$ cat src/rtl/tpmc_pkg.sv
`timescale 1ns / 1ps

package tpmc_pkg;

    // field widths
    localparam int FUNC_W  = 3;
    localparam int MASK_W  = 12;
    localparam int KIND_W  = 2;
    localparam int PAD_W   = 4;
    localparam int NOTE_W  = 7;
    localparam int CHAN_W  = 5;
    localparam int VEL_W   = 7;
    localparam int PAGE_W  = 3;
    localparam int SUM_W   = 4;
    localparam int ADDR_W  = 6;
    localparam int DATA_W  = 7;

    // input function codes
    localparam logic [FUNC_W-1:0] FUNC_SCAN  = 3'd0;
    localparam logic [FUNC_W-1:0] FUNC_UP    = 3'd1;
    localparam logic [FUNC_W-1:0] FUNC_DOWN  = 3'd2;
    localparam logic [FUNC_W-1:0] FUNC_SHORT = 3'd3;
    localparam logic [FUNC_W-1:0] FUNC_LONG  = 3'd4;

    // result kinds
    localparam logic [KIND_W-1:0] KIND_NOTE_ON  = 2'd0;
    localparam logic [KIND_W-1:0] KIND_NOTE_OFF = 2'd1;
    localparam logic [KIND_W-1:0] KIND_STATUS   = 2'd2;

    // menu pages
    localparam logic [PAGE_W-1:0] PAGE_SEL  = 3'd0;
    localparam logic [PAGE_W-1:0] PAGE_NOTE = 3'd1;
    localparam logic [PAGE_W-1:0] PAGE_CHAN = 3'd2;
    localparam logic [PAGE_W-1:0] PAGE_VOL  = 3'd3;
    localparam logic [PAGE_W-1:0] PAGE_SUM  = 3'd4;

    // value limits and defaults
    localparam logic [VEL_W-1:0]  VEL_NOTE  = 7'd100;
    localparam logic [NOTE_W-1:0] NOTE_MAX  = 7'd127;
    localparam logic [NOTE_W-1:0] NOTE_BASE = 7'd60;
    localparam logic [CHAN_W-1:0] CHAN_MIN  = 5'd1;
    localparam logic [CHAN_W-1:0] CHAN_MAX  = 5'd16;
    localparam logic [VEL_W-1:0]  VOL_MIN   = 7'd1;
    localparam logic [VEL_W-1:0]  VOL_MAX   = 7'd127;
    localparam logic [VEL_W-1:0]  VOL_INIT  = 7'd100;
    localparam logic [SUM_W-1:0]  SUM_STEP  = 4'd4;
    localparam logic [SUM_W-1:0]  SUM_MAX   = 4'd8;

    // controller to datapath
    typedef struct packed {
        logic load;       // capture input transaction
        logic scan_adv;   // retire current scan pad
        logic scan_emit;  // load note event into output register
        logic apply;      // apply user event to menu state
        logic stat_emit;  // load status into output register
        logic rd_sel;     // table read at selected pad (else scan index)
    } t_ctl_cmd;

    // datapath to controller
    typedef struct packed {
        logic [FUNC_W-1:0] func;
        logic              chg_none;   // no pad changed on this scan
        logic              bit_set;    // current scan pad changed
        logic              rest_none;  // no changed pad after the current one
        logic              out_free;   // output register can take a result
    } t_dp_sts;

endpackage

$ cat src/rtl/tpmc_ctrl.sv
`timescale 1ns / 1ps

module tpmc_ctrl import tpmc_pkg::*; (
    input  logic     i_clk,
    input  logic     i_rst_n,
    input  logic     i_in_valid,
    output logic     o_in_ready,
    input  t_dp_sts  i_sts,
    output t_ctl_cmd o_cmd
);

    localparam logic [2:0] S_IDLE   = 3'd0;
    localparam logic [2:0] S_DECODE = 3'd1;
    localparam logic [2:0] S_SCAN   = 3'd2;
    localparam logic [2:0] S_APPLY  = 3'd3;
    localparam logic [2:0] S_STAT   = 3'd4;

    logic [2:0] r_state;
    logic [2:0] n_state;

    assign o_in_ready = (r_state == S_IDLE);

    // next state and commands
    always_comb begin
        n_state = r_state;
        o_cmd   = '0;
        case (r_state)
            S_IDLE: begin
                if (i_in_valid) begin
                    o_cmd.load = 1'b1;
                    n_state    = S_DECODE;
                end
            end
            S_DECODE: begin
                if (i_sts.func == FUNC_SCAN) begin
                    n_state = i_sts.chg_none ? S_IDLE : S_SCAN;
                end else if (i_sts.func inside {FUNC_UP, FUNC_DOWN, FUNC_SHORT, FUNC_LONG}) begin
                    n_state = S_APPLY;
                end else begin
                    n_state = S_IDLE;
                end
            end
            S_SCAN: begin
                // walk pads one per cycle, wait on a full output register
                if (!i_sts.bit_set) begin
                    o_cmd.scan_adv = 1'b1;
                    if (i_sts.rest_none) begin
                        n_state = S_IDLE;
                    end
                end else if (i_sts.out_free) begin
                    o_cmd.scan_emit = 1'b1;
                    o_cmd.scan_adv  = 1'b1;
                    if (i_sts.rest_none) begin
                        n_state = S_IDLE;
                    end
                end
            end
            S_APPLY: begin
                o_cmd.apply  = 1'b1;
                o_cmd.rd_sel = 1'b1;
                n_state      = S_STAT;
            end
            S_STAT: begin
                o_cmd.rd_sel = 1'b1;
                if (i_sts.out_free) begin
                    o_cmd.stat_emit = 1'b1;
                    n_state         = S_IDLE;
                end
            end
            default: begin
                n_state = S_IDLE;
            end
        endcase
    end

    always_ff @(posedge i_clk) begin
        if (!i_rst_n) begin
            r_state <= S_IDLE;
        end else begin
            r_state <= n_state;
        end
    end

endmodule

$ cat config.mk
export PLATFORM = sky130hd
export DESIGN_NAME = tpmc_ctrl
export DESIGN_NICKNAME = d
export VERILOG_FILES = /design/src/rtl/tpmc_pkg.sv /design/src/rtl/tpmc_ctrl.sv
export SDC_FILE = /design/constraint.sdc
export NUM_CORES = 1
export LEC_CHECK = 0
export BUFFER_PORTS_ARGS = -buffer_cell sky130_fd_sc_hd__buf_2
export CAP_MARGIN = 25
export CORE_AREA = 4 4 41 43
export CTS_CLUSTER_SIZE = 24
export DETAILED_ROUTE_END_ITERATION = 8
export DIE_AREA = 0 0 45 47
export GPL_ROUTABILITY_DRIVEN = 1
export RECOVER_POWER = 50
export SLEW_MARGIN = 20
export SYNTH_ARGS = -nofsm -noshare
export SYNTH_HDL_FRONTEND = slang
export SYNTH_SLANG_ARGS = --single-unit
$ cat constraint.sdc
create_clock -name i_clk -period 1.74 [get_ports i_clk]
set_clock_uncertainty 0.05 [all_clocks]
set_input_delay 0.174 -clock i_clk [delete_from_list [all_inputs] [get_ports i_clk]]
set_output_delay 0.174 -clock i_clk [all_outputs]
set_load 0.05 [all_outputs]
Word level (Yosys, flattened, before mapping)
Index checks and enable logic that the tools add are counted.
Widths: inputs -> output; s select.
{"block": "word_totals", "regBits": 3, "inputBits": 10, "out_inout_bits": 7}
{"block": "classes", "eq_ne": 11, "muxes": 19, "reduce_logical": 5}
{"operator": "$mux 3", "count": 5}
{"operator": "$pmux 3 s5", "count": 1}
{"operator": "$eq 3x2->1 const B", "count": 4}
{"operator": "$mux 2", "count": 5}
{"operator": "$mux 1", "count": 8}
{"operator": "$eq 3x1->1 const B", "count": 2}
{"operator": "$eq 3x3->1 const B", "count": 2}
{"operator": "$logic_not 3->1", "count": 2}
{"operator": "$ne 2x2->1 const B", "count": 2}
{"operator": "$reduce_bool 4->1", "count": 1}
{"operator": "$ne 3x3->1 const B", "count": 1}
{"operator": "$reduce_and 3->1", "count": 1}
{"operator": "$reduce_or 2->1", "count": 1}

Longest topological paths before layout
{"block": "depth", "depth_word": 5, "depth_mapped": 4}

Least setup slack after synthesis
OpenSTA, ideal clock, no wires.
{"block": "synth_timing", "kind": "reg2out", "start": "register r_state[0]", "end": "output port o_cmd[5] in the netlist's numbering", "arrival_time_ns": 2.090, "required_time_ns": 1.516, "setup_slack_ns": -0.574, "path_stages_with_launch": 4, "path_cell_list": "dfxtp_1 buf_6 nor3_1 and2_1"}
{"element": "from (decl)", "line_no": "tpmc_ctrl.sv:18", "rtl": "logic [2:0] r_state;"}
{"element": "from (signal assigned)", "line_no": "tpmc_ctrl.sv:80", "rtl": "r_state <= n_state;"}
{"element": "to (decl)", "line_no": "tpmc_ctrl.sv:9", "rtl": "output t_ctl_cmd o_cmd"}

==> metrics.csv <==
metric;value;unit
outcome;finished, final reports clean;
ys_types;23;
postSynthCellCount;29;
grt_start_max_net_pins;10;
track_usage;6.546;%
grt_overflow;0;
vdd_drop_max;0.2216;mV
yosys-top-cells-count;3 x dfxtp_1, 2 x inv_1, 2 x nor3_1, 2 x nor4b_1, 2 x o21ai_0;
wire_per_inst;9.825;microns
slowest_stage;or3b_1;
synth-main-ff-cell;dfxtp_1;
sw_frac_of_total;33.10;%
h-tree-depth;1;
rsz0062_at_grt;false;
max_slew_margin;60.39;%
drive_gt1_share;45.83;%
cts_buffers;3;
dp_slack;0.3063;ns
fmax;606.0;MHz
viasPerCell;4.190;
cp_max_fo;6;
clkTransAtPathRegs;0.04;ns
largest_reg_flops;3;
antenna_found_initial;0;
synth_area;237.7;sq um
intPower;0.0001851;W
top_register;r_state;
cts_tree;built;
post_cts_buffers;0;
synth_edf_count;0;
die_w;45;microns
root_buffer;clkbuf_4;
p_sw;0.00009159;W
period_share;94.84;%
ys_seq_area_share;25.26;%
seq_power_share;29.2;%
gp_congestion;0.6431;
io_buffer_count;16;
setup_ws;0.08987;ns
antenna_cells;0;
cp.arrival;1.43;ns
dp_hpwl;500.2;microns
first_iter_violations;2;
cts.sinks;3;
grt_first_pass_wirelength;1000;microns
clk_latency;0.23;ns
yosysWarnings;0;
setup_viol;0;
hold_ws;0.1227;ns
cpPeakStageDelay;0.41;ns
ctsResizeCount;0;
leakage;0.1748;nW
ys_top_cells_by_area;dfxtp_1 25%, nor4b_1 7.4%, buf_6 4.7%;
core;1301;sq um
cts.hold.buffers_added;0;
power;0.0002767;W
critPathKind;register to output pin;
rows;13;
area_delta_synth_final;49.47;%
end_kind;output pin;
min_path_type;input pin to register;
ant_nets;0;
dieArea;2115;sq um
fin_tns_setup;0;ns
clkPwrFrac;44.5;%
ios;17;
fin_nets;59;
synth_nets;39;
tightest_slew;0.5968;ns
avgSynthCellArea;8.198;sq um
fin_cells;63;
reg_top3;r_state: 3 flops;
async_reset_ff_share;0;%
combPwrFrac;26.4;%
yosys_register_bits;3;
die_h;47;microns
route.detailed.drc;0;
drtPass1Iterations;2;
cp.required;1.52;ns
hold_viol_final;0;
p_per_area;778.7;nW/um^2
yosys.area.top_type;dfxtp_1;
cap_violations;0;
drt-total-wl;619;microns
path_cells;or3b_1 > or2b_1 > clkbuf_4;
yosysMostFrequentCell;dfxtp_1;
initial_core_util;18.27;%
grt_pass1_vias;278;
dp.cells;59;
drv_slew;0;
cts_buffer_depth;2;
startpoint_type;register;
num_vias;264;
yosysTopAreaCellShare;25.26;%
min_period;1.650;ns
==> power by group through the flow <==
stage / Clock, W / Sequential, W / Combinational, W
after floorplan: 0 / 0.0000771 / 0.0000593
after global placement: 0 / 0.0000818 / 0.0000738
after detailed placement: 0 / 0.0000822 / 0.0000744
after CTS: 0.000128 / 0.0000811 / 0.0000746
after global routing: 0.000136 / 0.0000822 / 0.0000795
final: 0.000123 / 0.0000808 / 0.0000729
==> layer usage <==
metal	share of wire [%]	vias up	GRT usage [%]	wire, microns
met4	1.6	0	5.263	10
met1	42	109	8.145	260
li1	-	140	-	-
met3	9.4	2	1.533	58
met5	0	-	0	0
met2	47	13	9.605	290
==> cells in the final DEF (no fill, tap or decap), types with 2 or more instances in the layout <==
| cell | netlist | routed |
|---|---|---|
| buf_2 | 0 | 13 |
| clkbuf_1 | 0 | 2 |
| clkbuf_4 | 0 | 4 |
| dfxtp_1 | 3 | 3 |
| inv_1 | 2 | 2 |
| nor4b_1 | 2 | 2 |
| o21ai_0 | 2 | 2 |
==> stage by stage <==
step,area [sq um],util (%)
final,355.3,27.31
after global routing,355.3,27.31
after CTS,356.6,27.40
after detailed placement,330.3,25.38
after global placement,330.3,25.38
after floorplan,242.7,-
==> final timing paths <==
path | depth (start not counted) | start | endpoint | slack, ns
setup / recovery | 3 | r_state[2]$_SDFFE_PN0P_ | o_cmd[0] | 0.09
hold / removal | 2 | i_rst_n | r_state[2]$_SDFFE_PN0P_ | 0.12
setup reg to reg | 3 | r_state[2]$_SDFFE_PN0P_ | r_state[2]$_SDFFE_PN0P_ | 0.62
hold reg to reg | 1 | r_state[1]$_SDFFE_PN0P_ | r_state[0]$_SDFFE_PN0P_ | 0.52
==> worst max-delay path, delay by kind of cell, from the launching register on <==
family	cells	cell delay (ns)
buffers and inverters	1	0.21
DFF	1	0.40
and+or+nand+nor	2	0.58
==> cell families (layout without fill, tap and decap cells) <==
family / after synthesis / count (layout) / synth area share [%]
AND/OR/NAND/NOR: 18 / 18 / 54.75
AO/OA/AOI/OAI: 5 / 5 / 12.11
flip-flops: 3 / 3 / 25.26
buffers and inverters: 3 / 22 / 7.896
==> final cells by class <==
cell class | count | area, sq um
fillers | 155 | 945.9
clock buffers | 4 | 26.28
well taps | 15 | 18.77
repair buffers | 16 | 81.33
inverters | 2 | 7.507
flip-flops and latches | 3 | 60.06
multi-input cells | 23 | 161.4
(Power assumes the default switching activity.)
